File: config.mk
export PLATFORM = sky130hd
export DESIGN_NAME = rate_monotonic_tick_scheduler_unit
export DESIGN_NICKNAME = d
export VERILOG_FILES = /design/src/sv/rmts_pkg.sv /design/src/sv/rmts_task_table.sv /design/src/sv/rmts_sequencer.sv /design/src/sv/rate_monotonic_tick_scheduler_unit.sv
export VERILOG_INCLUDE_DIRS = /design/src /design/src/sv
export SDC_FILE = /design/constraint.sdc
export NUM_CORES = 1
export LEC_CHECK = 0
export BUFFER_PORTS_ARGS = -buffer_cell sky130_fd_sc_hd__buf_2
export CORE_ASPECT_RATIO = 1.5
export CORE_MARGIN = 5
export CORE_UTILIZATION = 40
export CTS_CLUSTER_SIZE = 12
export DETAILED_ROUTE_END_ITERATION = 16
export PLACE_DENSITY_LB_ADDON = 0.08
export SYNTH_ARGS = -nofsm -noshare
export SYNTH_HDL_FRONTEND = slang
export SYNTH_SLANG_ARGS = --single-unit
export TNS_END_PERCENT = 20
File: constraint.sdc
create_clock -name clock -period 10.55 [get_ports clock]
set_clock_uncertainty 0.05 [all_clocks]
set_input_delay 0.5275 -clock clock [delete_from_list [all_inputs] [get_ports clock]]
set_output_delay 0.5275 -clock clock [all_outputs]
set_load 0.005 [all_outputs]
File: src/sv/rate_monotonic_tick_scheduler_unit_macros.svh
// ----------------------------------------------------------------------------
// Rate-monotonic tick scheduler assertion macros
// Shared concurrent assertion forms, clocked on clock and held off in reset.
// ----------------------------------------------------------------------------
`ifndef RATE_MONOTONIC_TICK_SCHEDULER_UNIT_MACROS_SVH
`define RATE_MONOTONIC_TICK_SCHEDULER_UNIT_MACROS_SVH

// The property holds at every clock edge outside reset.
`define RMTS_ASSERT_ALWAYS(name, prop, msg) \
   name: assert property (@(posedge clock) disable iff (reset) (prop)) else $error(msg);

// When the trigger holds, the consequence holds in the next cycle.
`define RMTS_ASSERT_NEXT(name, trig, cons, msg) \
   name: assert property (@(posedge clock) disable iff (reset) (trig) |=> (cons)) else $error(msg);

`endif

File: src/sv/rmts_pkg.sv
// ----------------------------------------------------------------------------
// Rate-monotonic tick scheduler package
// Sizes, command and record codes, and the structs passed between modules.
// ----------------------------------------------------------------------------
package rmts_pkg;

   localparam int NUM_SLOTS = 8;
   localparam int SLOT_W    = (NUM_SLOTS > 1) ? $clog2(NUM_SLOTS) : 1;
   localparam int SLOT_IN_W = 3;
   localparam int TIME_W    = 16;
   localparam int TICK_W    = 32;
   localparam int LEN_W     = 32;

   localparam logic [TICK_W-1:0] TICK_ONES = '1;
   localparam logic [LEN_W-1:0]  LEN_ONES  = '1;

   localparam logic [1:0] CMD_LOAD  = 2'd0;
   localparam logic [1:0] CMD_TICK  = 2'd1;
   localparam logic [1:0] CMD_FLUSH = 2'd2;

   localparam logic [1:0] KIND_IDLE    = 2'd0;
   localparam logic [1:0] KIND_PREEMPT = 2'd1;
   localparam logic [1:0] KIND_FINISH  = 2'd2;
   localparam logic [1:0] KIND_FLUSH   = 2'd3;

   typedef struct packed {
      logic              load_en;
      logic [SLOT_W-1:0] load_slot;
      logic [TIME_W-1:0] load_period;
      logic [TIME_W-1:0] load_burst;
      logic [TIME_W-1:0] load_release;
      logic              scan_en;
      logic [SLOT_W-1:0] idx;
      logic [TICK_W-1:0] tick;
      logic              dec_en;
      logic [SLOT_W-1:0] dec_slot;
      logic [TIME_W-1:0] dec_value;
   } table_cmd_type;

   typedef struct packed {
      logic              active;
      logic [TIME_W-1:0] rem;
      logic [TIME_W-1:0] period;
   } slot_view_type;

   typedef struct packed {
      logic                 valid;
      logic [1:0]           kind;
      logic                 idle;
      logic [SLOT_IN_W-1:0] task_slot;
      logic [LEN_W-1:0]     length;
      logic                 last;
   } emit_type;

endpackage

File: src/sv/rmts_task_table.sv
// ----------------------------------------------------------------------------
// Rate-monotonic tick scheduler task table
// Per-slot period, burst, remaining work, next release and active flag, with
// the release check and saturating next-release add for the indexed slot.
// ----------------------------------------------------------------------------
module rmts_task_table
   import rmts_pkg::*;
(
   input  logic          clock,
   input  logic          reset,
   input  table_cmd_type tcmd,
   output slot_view_type view
);

   logic [TIME_W-1:0]    period_ff  [NUM_SLOTS];
   logic [TIME_W-1:0]    burst_ff   [NUM_SLOTS];
   logic [TIME_W-1:0]    rem_ff     [NUM_SLOTS];
   logic [TICK_W-1:0]    nrel_ff    [NUM_SLOTS];
   logic [NUM_SLOTS-1:0] active_ff;

   logic              hit;
   logic [TICK_W:0]   sum;
   logic [TICK_W-1:0] nrel_new;

   always_comb begin
      hit      = (nrel_ff[tcmd.idx] != TICK_ONES) && (nrel_ff[tcmd.idx] == tcmd.tick);
      sum      = {1'b0, tcmd.tick} + (TICK_W+1)'(period_ff[tcmd.idx]);
      nrel_new = sum[TICK_W] ? TICK_ONES : sum[TICK_W-1:0];
      view.active = active_ff[tcmd.idx] | hit;
      view.rem    = hit ? burst_ff[tcmd.idx] : rem_ff[tcmd.idx];
      view.period = period_ff[tcmd.idx];
   end

   always_ff @(posedge clock) begin
      if (tcmd.load_en) begin
         period_ff[tcmd.load_slot] <= tcmd.load_period;
         burst_ff[tcmd.load_slot]  <= tcmd.load_burst;
      end
   end

   always_ff @(posedge clock) begin
      if (reset) begin
         for (int i = 0; i < NUM_SLOTS; i++) begin
            rem_ff[i]  <= '0;
            nrel_ff[i] <= TICK_ONES;
         end
         active_ff <= '0;
      end else begin
         if (tcmd.load_en) begin
            rem_ff[tcmd.load_slot]    <= '0;
            nrel_ff[tcmd.load_slot]   <= TICK_W'(tcmd.load_release);
            active_ff[tcmd.load_slot] <= 1'b0;
         end
         if (tcmd.scan_en && hit) begin
            rem_ff[tcmd.idx]    <= burst_ff[tcmd.idx];
            nrel_ff[tcmd.idx]   <= nrel_new;
            active_ff[tcmd.idx] <= 1'b1;
         end
         if (tcmd.dec_en) begin
            rem_ff[tcmd.dec_slot] <= tcmd.dec_value;
            if (tcmd.dec_value == '0) begin
               active_ff[tcmd.dec_slot] <= 1'b0;
            end
         end
      end
   end

endmodule

File: src/sv/rmts_sequencer.sv
// ----------------------------------------------------------------------------
// Rate-monotonic tick scheduler sequencer
// Walks the slots one per cycle to find the shortest-period ready task, then
// closes and opens run-length blocks and issues the record words.
// ----------------------------------------------------------------------------
`include "rate_monotonic_tick_scheduler_unit_macros.svh"

module rmts_sequencer
   import rmts_pkg::*;
(
   input  logic                 clock,
   input  logic                 reset,
   input  logic                 req_valid,
   input  logic [1:0]           req_command,
   input  logic [SLOT_IN_W-1:0] req_slot,
   input  logic [TIME_W-1:0]    req_task_period,
   input  logic [TIME_W-1:0]    req_task_burst,
   input  logic [TIME_W-1:0]    req_first_release,
   output logic                 req_ready,
   input  slot_view_type        view,
   input  logic                 rsp_free,
   output table_cmd_type        tcmd,
   output emit_type             emit
);

   typedef enum logic [4:0] {
      S_IDLE  = 5'b00001,
      S_SCAN  = 5'b00010,
      S_CLOSE = 5'b00100,
      S_FIN   = 5'b01000,
      S_FLUSH = 5'b10000
   } state_type;

   localparam logic [SLOT_W-1:0] LAST_IDX = SLOT_W'(NUM_SLOTS - 1);

   state_type         state_ff, state_in;
   logic [SLOT_W-1:0] idx_ff, idx_in;
   logic              best_valid_ff, best_valid_in;
   logic [SLOT_W-1:0] best_slot_ff, best_slot_in;
   logic [TIME_W-1:0] best_period_ff, best_period_in;
   logic [TIME_W-1:0] best_rem_ff, best_rem_in;
   logic [TICK_W-1:0] tick_ff, tick_in;
   logic              run_valid_ff, run_valid_in;
   logic [SLOT_W-1:0] run_slot_ff, run_slot_in;
   logic [LEN_W-1:0]  open_len_ff, open_len_in;

   logic              same;
   logic              need_close;
   logic              finish;
   logic [LEN_W-1:0]  len_base;
   logic [TICK_W-1:0] tick_next;

   assign req_ready = (state_ff == S_IDLE);

   always_comb begin
      state_in       = state_ff;
      idx_in         = idx_ff;
      best_valid_in  = best_valid_ff;
      best_slot_in   = best_slot_ff;
      best_period_in = best_period_ff;
      best_rem_in    = best_rem_ff;
      tick_in        = tick_ff;
      run_valid_in   = run_valid_ff;
      run_slot_in    = run_slot_ff;
      open_len_in    = open_len_ff;
      tcmd           = '0;
      tcmd.idx       = idx_ff;
      tcmd.tick      = tick_ff;
      emit           = '0;
      same       = best_valid_ff ? (run_valid_ff && (run_slot_ff == best_slot_ff))
                                 : !run_valid_ff;
      need_close = !same && (open_len_ff != '0);
      finish     = best_valid_ff && (best_rem_ff == TIME_W'(1));
      len_base   = need_close ? '0 : open_len_ff;
      tick_next  = (tick_ff == TICK_ONES) ? tick_ff : tick_ff + TICK_W'(1);
      case (state_ff)
         S_IDLE: begin
            if (req_valid) begin
               case (req_command)
                  CMD_LOAD: begin
                     if ((tick_ff == '0) && (32'(req_slot) < NUM_SLOTS)) begin
                        tcmd.load_en      = 1'b1;
                        tcmd.load_slot    = SLOT_W'(req_slot);
                        tcmd.load_period  = req_task_period;
                        tcmd.load_burst   = req_task_burst;
                        tcmd.load_release = req_first_release;
                     end
                  end
                  CMD_TICK: begin
                     idx_in        = '0;
                     best_valid_in = 1'b0;
                     state_in      = S_SCAN;
                  end
                  CMD_FLUSH: begin
                     if (open_len_ff != '0) begin
                        state_in = S_FLUSH;
                     end
                  end
                  default: begin
                  end
               endcase
            end
         end
         S_SCAN: begin
            tcmd.scan_en = 1'b1;
            if (view.active && (view.rem != '0) &&
                (!best_valid_ff || (view.period < best_period_ff))) begin
               best_valid_in  = 1'b1;
               best_slot_in   = idx_ff;
               best_period_in = view.period;
               best_rem_in    = view.rem;
            end
            if (idx_ff == LAST_IDX) begin
               state_in = S_CLOSE;
            end else begin
               idx_in = idx_ff + SLOT_W'(1);
            end
         end
         S_CLOSE: begin
            if (!need_close || rsp_free) begin
               emit.valid     = need_close;
               emit.kind      = run_valid_ff ? KIND_PREEMPT : KIND_IDLE;
               emit.idle      = !run_valid_ff;
               emit.task_slot = run_valid_ff ? SLOT_IN_W'(run_slot_ff) : '0;
               emit.length    = open_len_ff;
               emit.last      = !finish;
               open_len_in    = (len_base == LEN_ONES) ? len_base : len_base + LEN_W'(1);
               run_valid_in   = best_valid_ff;
               run_slot_in    = best_valid_ff ? best_slot_ff : '0;
               if (best_valid_ff) begin
                  tcmd.dec_en    = 1'b1;
                  tcmd.dec_slot  = best_slot_ff;
                  tcmd.dec_value = best_rem_ff - TIME_W'(1);
               end
               if (finish) begin
                  state_in = S_FIN;
               end else begin
                  tick_in  = tick_next;
                  state_in = S_IDLE;
               end
            end
         end
         S_FIN: begin
            if (rsp_free) begin
               emit.valid     = 1'b1;
               emit.kind      = KIND_FINISH;
               emit.idle      = 1'b0;
               emit.task_slot = SLOT_IN_W'(best_slot_ff);
               emit.length    = open_len_ff;
               emit.last      = 1'b1;
               open_len_in    = '0;
               run_valid_in   = 1'b0;
               run_slot_in    = '0;
               tick_in        = tick_next;
               state_in       = S_IDLE;
            end
         end
         S_FLUSH: begin
            if (rsp_free) begin
               emit.valid     = 1'b1;
               emit.kind      = KIND_FLUSH;
               emit.idle      = !run_valid_ff;
               emit.task_slot = run_valid_ff ? SLOT_IN_W'(run_slot_ff) : '0;
               emit.length    = open_len_ff;
               emit.last      = 1'b1;
               open_len_in    = '0;
               run_valid_in   = 1'b0;
               run_slot_in    = '0;
               state_in       = S_IDLE;
            end
         end
         default: begin
            state_in = S_IDLE;
         end
      endcase
   end

   always_ff @(posedge clock) begin
      if (reset) begin
         state_ff      <= S_IDLE;
         idx_ff        <= '0;
         best_valid_ff <= 1'b0;
         tick_ff       <= '0;
         run_valid_ff  <= 1'b0;
         run_slot_ff   <= '0;
         open_len_ff   <= '0;
      end else begin
         state_ff      <= state_in;
         idx_ff        <= idx_in;
         best_valid_ff <= best_valid_in;
         tick_ff       <= tick_in;
         run_valid_ff  <= run_valid_in;
         run_slot_ff   <= run_slot_in;
         open_len_ff   <= open_len_in;
      end
   end

   always_ff @(posedge clock) begin
      best_slot_ff   <= best_slot_in;
      best_period_ff <= best_period_in;
      best_rem_ff    <= best_rem_in;
   end

   `RMTS_ASSERT_ALWAYS(a_emit_state, !emit.valid || state_ff == S_CLOSE || state_ff == S_FIN || state_ff == S_FLUSH, "Record word issued outside a closing state.")
   `RMTS_ASSERT_ALWAYS(a_emit_len, !emit.valid || emit.length != '0, "Record word closes an empty block.")
   `RMTS_ASSERT_ALWAYS(a_fin_pick, state_ff != S_FIN || best_valid_ff, "Job finish without a picked task.")
   `RMTS_ASSERT_NEXT(a_fin_idle, state_ff == S_FIN && rsp_free, !run_valid_ff && open_len_ff == '0, "Open block not cleared after a job finished.")

endmodule

File: src/sv/rate_monotonic_tick_scheduler_unit.sv
// ----------------------------------------------------------------------------
// Rate-monotonic tick scheduler unit
// Words are taken in the idle state only. A load is applied there; a tick
// passes the scan and close states, and the finish state when it finishes a
// job, as the sequencer reads one task slot per cycle through a single
// release-check and period compare path. Any cycle that issues a record
// waits while the output register holds a record that has not been taken.
// ----------------------------------------------------------------------------
module rate_monotonic_tick_scheduler_unit
   import rmts_pkg::*;
(
   input  logic                 clock,
   input  logic                 reset,
   input  logic                 req_valid,
   output logic                 req_ready,
   input  logic [1:0]           req_command,
   input  logic [SLOT_IN_W-1:0] req_slot,
   input  logic [TIME_W-1:0]    req_task_period,
   input  logic [TIME_W-1:0]    req_task_burst,
   input  logic [TIME_W-1:0]    req_first_release,
   output logic                 rsp_valid,
   input  logic                 rsp_ready,
   output logic [1:0]           rsp_block_kind,
   output logic                 rsp_block_idle,
   output logic [SLOT_IN_W-1:0] rsp_block_task,
   output logic [LEN_W-1:0]     rsp_block_length,
   output logic                 rsp_last_record
);

   table_cmd_type tcmd;
   slot_view_type view;
   emit_type      emit;
   logic          rsp_free;

   logic                 rsp_valid_ff;
   logic [1:0]           kind_ff;
   logic                 idle_ff;
   logic [SLOT_IN_W-1:0] task_ff;
   logic [LEN_W-1:0]     length_ff;
   logic                 last_ff;

   assign rsp_free = !rsp_valid_ff || rsp_ready;

   rmts_task_table u_table (
      .clock (clock),
      .reset (reset),
      .tcmd  (tcmd),
      .view  (view)
   );

   rmts_sequencer u_seq (
      .clock             (clock),
      .reset             (reset),
      .req_valid         (req_valid),
      .req_command       (req_command),
      .req_slot          (req_slot),
      .req_task_period   (req_task_period),
      .req_task_burst    (req_task_burst),
      .req_first_release (req_first_release),
      .req_ready         (req_ready),
      .view              (view),
      .rsp_free          (rsp_free),
      .tcmd              (tcmd),
      .emit              (emit)
   );

   always_ff @(posedge clock) begin
      if (reset) begin
         rsp_valid_ff <= 1'b0;
      end else if (emit.valid) begin
         rsp_valid_ff <= 1'b1;
      end else if (rsp_ready) begin
         rsp_valid_ff <= 1'b0;
      end
   end

   always_ff @(posedge clock) begin
      if (emit.valid) begin
         kind_ff   <= emit.kind;
         idle_ff   <= emit.idle;
         task_ff   <= emit.task_slot;
         length_ff <= emit.length;
         last_ff   <= emit.last;
      end
   end

   assign rsp_valid        = rsp_valid_ff;
   assign rsp_block_kind   = kind_ff;
   assign rsp_block_idle   = idle_ff;
   assign rsp_block_task   = task_ff;
   assign rsp_block_length = length_ff;
   assign rsp_last_record  = last_ff;

endmodule

==> tab_implementation.tex <==
\begin{tabular}{lr}
\hline
Metric & Value \\
\hline
\multicolumn{2}{l}{\textbf{Status}} \\
\quad Result of the run & complete, no violations \\
\multicolumn{2}{l}{\textbf{GRT}} \\
\quad Antenna violations before repair & 4 \\
\quad Total overflow reported by the global router & 0 \\
\quad Via count of the first global-routing pass & 25.0k \\
\quad Overall Global Routing Usage & 0.215 \\
\quad Maximum number of pins on one net before global-route repair & 139 \\
\quad Global-route wire length before repair & 163,000 um \\
\multicolumn{2}{l}{\textbf{Timing}} \\
\quad Final Critical Period & 6.45 ns \\
\quad Worst rel slew slack & 0.120 \\
\quad Final slew viol count & 0 \\
\quad Final hold violations & 0 \\
\quad Final setup violation count & 0 \\
\quad Post-route fraction of the period consumed by the critical path & 0.611 \\
\quad Slew at the pin with the worst max-slew slack & 1.32 ns \\
\quad Total negative slack for setup checks & 0 ns \\
\quad RSZ-0062 raised after global routing & false \\
\quad Max Freq & 0.155 GHz \\
\quad Final WS setup & 4.10 ns \\
\quad Smallest hold slack & 0.206 ns \\
\multicolumn{2}{l}{\textbf{Job}} \\
\quad Number of max-cap violations & 0 \\
\multicolumn{2}{l}{\textbf{Worst setup path}} \\
\quad Setup CP Type & flip-flop to flip-flop \\
\quad Data required time at the worst endpoint & 10.78 ns \\
\quad Chain of cells forming the critical path & buf\_4, and2\_1, nand3\_1, a31o\_2, a211oi\_1, nand4\_1, a31oi\_1, a41oi\_1, a2111oi\_4, buf\_4, or2\_2 \\
\quad Type of destination of the critical path & flip-flop \\
\quad Number of buffers and inverters on the critical path & 2 \\
\quad Most used cell along the critical path & sky130\_fd\_sc\_hd\_\_buf\_4 \\
\quad Worst r2r dst & u\_table.nrel\_ff[0][23] \\
\quad Family with the most delay on the worst path & compound AO/OA/AOI/OAI gates \\
\quad Crit path DAT & 6.68 ns \\
\quad Maximum cell stage delay along the critical path & 0.86 ns \\
\quad Max stage delay cell, worst path & sky130\_fd\_sc\_hd\_\_or2\_2 \\
\quad Maximum fanout along the worst path & 39 \\
\quad Reg2reg setup slack & 4.10 ns \\
\quad Worst r2r path cells & 11 \\
\quad Critical path launch point type & flip-flop \\
\multicolumn{2}{l}{\textbf{Pwr}} \\
\quad Total chip power & 0.00647 W \\
\quad Power density of the placed cells & 154 nW/um2 \\
\quad Fraction of power consumed by the clock network & 0.430 \\
\quad Highest ir drop seen on vdd & 0.131 mV \\
\quad Cell Int Power & 0.00507 W \\
\quad Leakage & 12.3 nW \\
\quad Switch Pwr & 0.00140 W \\
\quad Combinational group share of total power & 0.030 \\
\quad Net switching share of the total power & 0.217 \\
\quad Part of the power in registers & 0.540 \\
\multicolumn{2}{l}{\textbf{Min path}} \\
\quad Hold Startpoint & req\_command[0] \\
\quad Cell depth of the worst hold path & 4 \\
\quad Kind of path behind the tightest hold check & input port to flip-flop \\
\quad Hold path endpoint & u\_seq.best\_valid\_ff \\
\multicolumn{2}{l}{\textbf{Clock network}} \\
\quad \# Post-CTS Setup Buffers & 0 \\
\quad Number of buffers inserted during clock tree synthesis & 82 \\
\quad Total clock sinks & 803 \\
\quad Count of hold-fix buffers inserted at cts & 0 \\
\quad Root Driver & sky130\_fd\_sc\_hd\_\_clkbuf\_16 \\
\quad Gates resized, CTS repair & 0 \\
\quad Clock Tree Buf Depth & 3 \\
\quad Worst skew pair latency & 0.69 ns \\
\quad Worst-path clk slew & 0.07 ns \\
\quad Htree depth & 3 \\
\quad CTS tree & done \\
\multicolumn{2}{l}{\textbf{Floorplanning}} \\
\quad Number of standard-cell rows in the floorplan & 137 \\
\quad Die ar. & 100,000 um2 \\
\quad Core region area & 93,100 um2 \\
\quad Initial standard-cell utilization of the core & 0.403 \\
\quad IO Pins & 98 \\
\quad Floorplan die height & 385 um \\
\quad Horizontal extent of the die & 260 um \\
\multicolumn{2}{l}{\textbf{Synthesis}} \\
\quad Proportion of register bits with asynchronous set or reset after synthesis & 0 \\
\quad Count of flip-flops with a built-in enable after synthesis & 714 \\
\quad Average cell area after synthesis & 13.5 um2 \\
\quad Synthesized Nets & 2,885 \\
\quad Cell area after synthesis & 37,500 um2 \\
\quad Warnings, synthesis & 0 \\
\quad Dominant register cell in the synthesized netlist & sky130\_fd\_sc\_hd\_\_edfxtp\_1 \\
\quad Register bit total from synthesis & 803 \\
\quad Netlist cell types & 82 \\
\quad Post-Synthesis Cells & 2,789 \\
\quad Sequential element share of the synthesized area & 0.619 \\
\multicolumn{2}{l}{\textbf{Drt}} \\
\quad Avg WL per Cell & 26.4 um \\
\quad Total Wirelength & 109,000 um \\
\quad Count of antenna-violating nets left after detailed routing & 0 \\
\quad 1st-iter DRT viols & 1,895 \\
\quad Vias per cell & 5.86 \\
\quad Pre-antenna DRT Iters & 6 \\
\quad Vias post-DR & 24.3k \\
\quad Number of DRC violations after detailed routing & 0 \\
\multicolumn{2}{l}{\textbf{Layout}} \\
\quad Core occupancy in the finished layout & 0.450 \\
\quad Most common cell after layout, fill and taps aside & sky130\_fd\_sc\_hd\_\_edfxtp\_1 \\
\quad Layout Area Growth over Synthesis & 11.6\% \\
\quad Most frequent cells in the layout & 714 x sky130\_fd\_sc\_hd\_\_edfxtp\_1, 206 x sky130\_fd\_sc\_hd\_\_nand3\_1, 200 x sky130\_fd\_sc\_hd\_\_nand2\_1 \\
\quad Area of the multi-input gates & 13,600 um2 \\
\quad Sequential cell area & 23,200 um2 \\
\quad Final \#Nets & 2,928 \\
\quad Fraction of layout cells with a size suffix above 1 & 0.159 \\
\quad Fill cell instance count of the final layout & 8,394 \\
\multicolumn{2}{l}{\textbf{Placement}} \\
\quad Port Buf Inserts & 97 \\
\quad Setup slack at placement & 4.03 ns \\
\quad Post-detailed-placement half-perimeter wirelength & 72,300 um \\
\quad Final RePlAce weighted congestion & 0.866 \\
\hline
\end{tabular}
==> synthesized netlist by cell type, types with 17 or more instances <==
master                     number  share of area
sky130_fd_sc_hd__edfxtp_1     714           0.57
sky130_fd_sc_hd__nand3_1      206          0.027
sky130_fd_sc_hd__nand2_1      200          0.020
sky130_fd_sc_hd__nor3_1       146          0.019
sky130_fd_sc_hd__mux4_2       139          0.083
sky130_fd_sc_hd__nor2_1       122          0.012
sky130_fd_sc_hd__clkbuf_1     114          0.011
sky130_fd_sc_hd__mux2i_1      110          0.029
sky130_fd_sc_hd__o21ai_0       93          0.012
sky130_fd_sc_hd__dfxtp_1       89          0.047
sky130_fd_sc_hd__and2_1        78          0.013
sky130_fd_sc_hd__nand4_1       56         0.0093
sky130_fd_sc_hd__xnor2_1       55          0.013
sky130_fd_sc_hd__a21oi_1       51         0.0068
sky130_fd_sc_hd__buf_2         42         0.0056
sky130_fd_sc_hd__xor2_1        41         0.0096
sky130_fd_sc_hd__inv_1         39         0.0039
sky130_fd_sc_hd__and3_1        38         0.0063
sky130_fd_sc_hd__ha_1          38          0.013
sky130_fd_sc_hd__o31ai_1       36         0.0072
sky130_fd_sc_hd__nor4_1        27         0.0045
sky130_fd_sc_hd__nor2b_1       26         0.0043
sky130_fd_sc_hd__buf_1         21         0.0021
sky130_fd_sc_hd__o21ai_1       21         0.0028
sky130_fd_sc_hd__mux2_2        20         0.0060
sky130_fd_sc_hd__a31oi_1       19         0.0032
sky130_fd_sc_hd__nand2b_1      17         0.0028
==> worst min-delay path: cells and delay by family <==
family / cells / cell delay, ns
AOI/OAI and AO/OA: 1 / 0.07
buffers and inverters: 1 / 0.13
and+or+nand+nor: 2 / 0.15
==> cells by family (layout without fill, tap and decap cells) <==
| logic type | Yosys count | count (layout) | share of synthesized area |
|---|---|---|---|
| AND/OR/NAND/NOR | 988 | 988 | 0.135 |
| flip-flops | 803 | 803 | 0.619 |
| AO/OA/AOI/OAI | 368 | 368 | 0.0668 |
| multiplexers | 269 | 269 | 0.119 |
| buffers and inverters | 226 | 325 | 0.0252 |
| XOR/XNOR | 96 | 96 | 0.0224 |
| adder cells (fa/ha/maj) | 39 | 39 | 0.0132 |
| other | 0 | 3 | 0 |
==> area by class of cell <==
cell class / instances / area share
inverter: 41 / 0.00367
tap: 1251 / 0.0374
clock buffer: 116 / 0.0535
clock inverter: 24 / 0.00573
timing repair buffer: 144 / 0.0207
antenna: 3 / 0.000179
multi-input combinational: 1760 / 0.324
sequential: 803 / 0.554
==> power groups by stage <==
stage	Sequential, W	Combinational, W	Clock [W]
after floorplan	0.00356	0.000111	0
after CTS	0.00349	0.000201	0.00285
final	0.00349	0.000196	0.00278
after global routing	0.00350	0.000211	0.00296
after global placement	0.00356	0.000197	0
after detailed placement	0.00356	0.000200	0
==> sequential cells by signal, summed over array words and instances, names as in the netlist, named ones only <==
name                  count
u_seq.open_len_ff        32
u_seq.run_valid_ff        1
u_seq.tick_ff            32
u_seq.best_slot_ff        3
rsp_block_idle            1
u_table.period_ff       128
u_seq.best_rem_ff        16
u_table.rem_ff          128
rsp_block_task            3
u_seq.best_valid_ff       1
u_table.active_ff         8
u_seq.best_period_ff     16
u_seq.state_ff            5
rsp_last_record           1
u_seq.idx_ff              3
rsp_valid                 1
u_seq.run_slot_ff         3
rsp_block_length         32
u_table.nrel_ff         256
rsp_block_kind            2
u_table.burst_ff        128
==> per-stage QoR <==
step	cells	instance area, um2
6_report	4142	41900
5_1_grt	4140	41900
4_1_cts	4139	41900
3_5_place_dp	3999	39400
3_3_place_gp	3999	39400
2_1_floorplan	2789	37500
==> worst max-delay path by stage <==
stage	start	to	slack, ns	depth (start not counted)
after global placement	flip-flop	u_table.nrel_ff[7][26]	4.11	10
after detailed placement	flip-flop	u_table.nrel_ff[0][20]	4.03	11
after floorplan	flip-flop	u_seq.best_period_ff[0]	2.92	17
final	flip-flop	u_table.nrel_ff[0][23]	4.10	11
after CTS	flip-flop	u_table.nrel_ff[0][17]	3.97	11
after global routing	flip-flop	u_table.nrel_ff[0][22]	3.76	11
==> metal layers <==
metal,wire length [um],global-route usage,up-vias
li1,-,-,11000
met1,41800,0.255,12400
met2,58700,0.399,695
met3,4750,0.0264,184
met4,3870,0.0812,2
met5,13,0,-
Note: power is estimated with default switching activity, not from simulation.
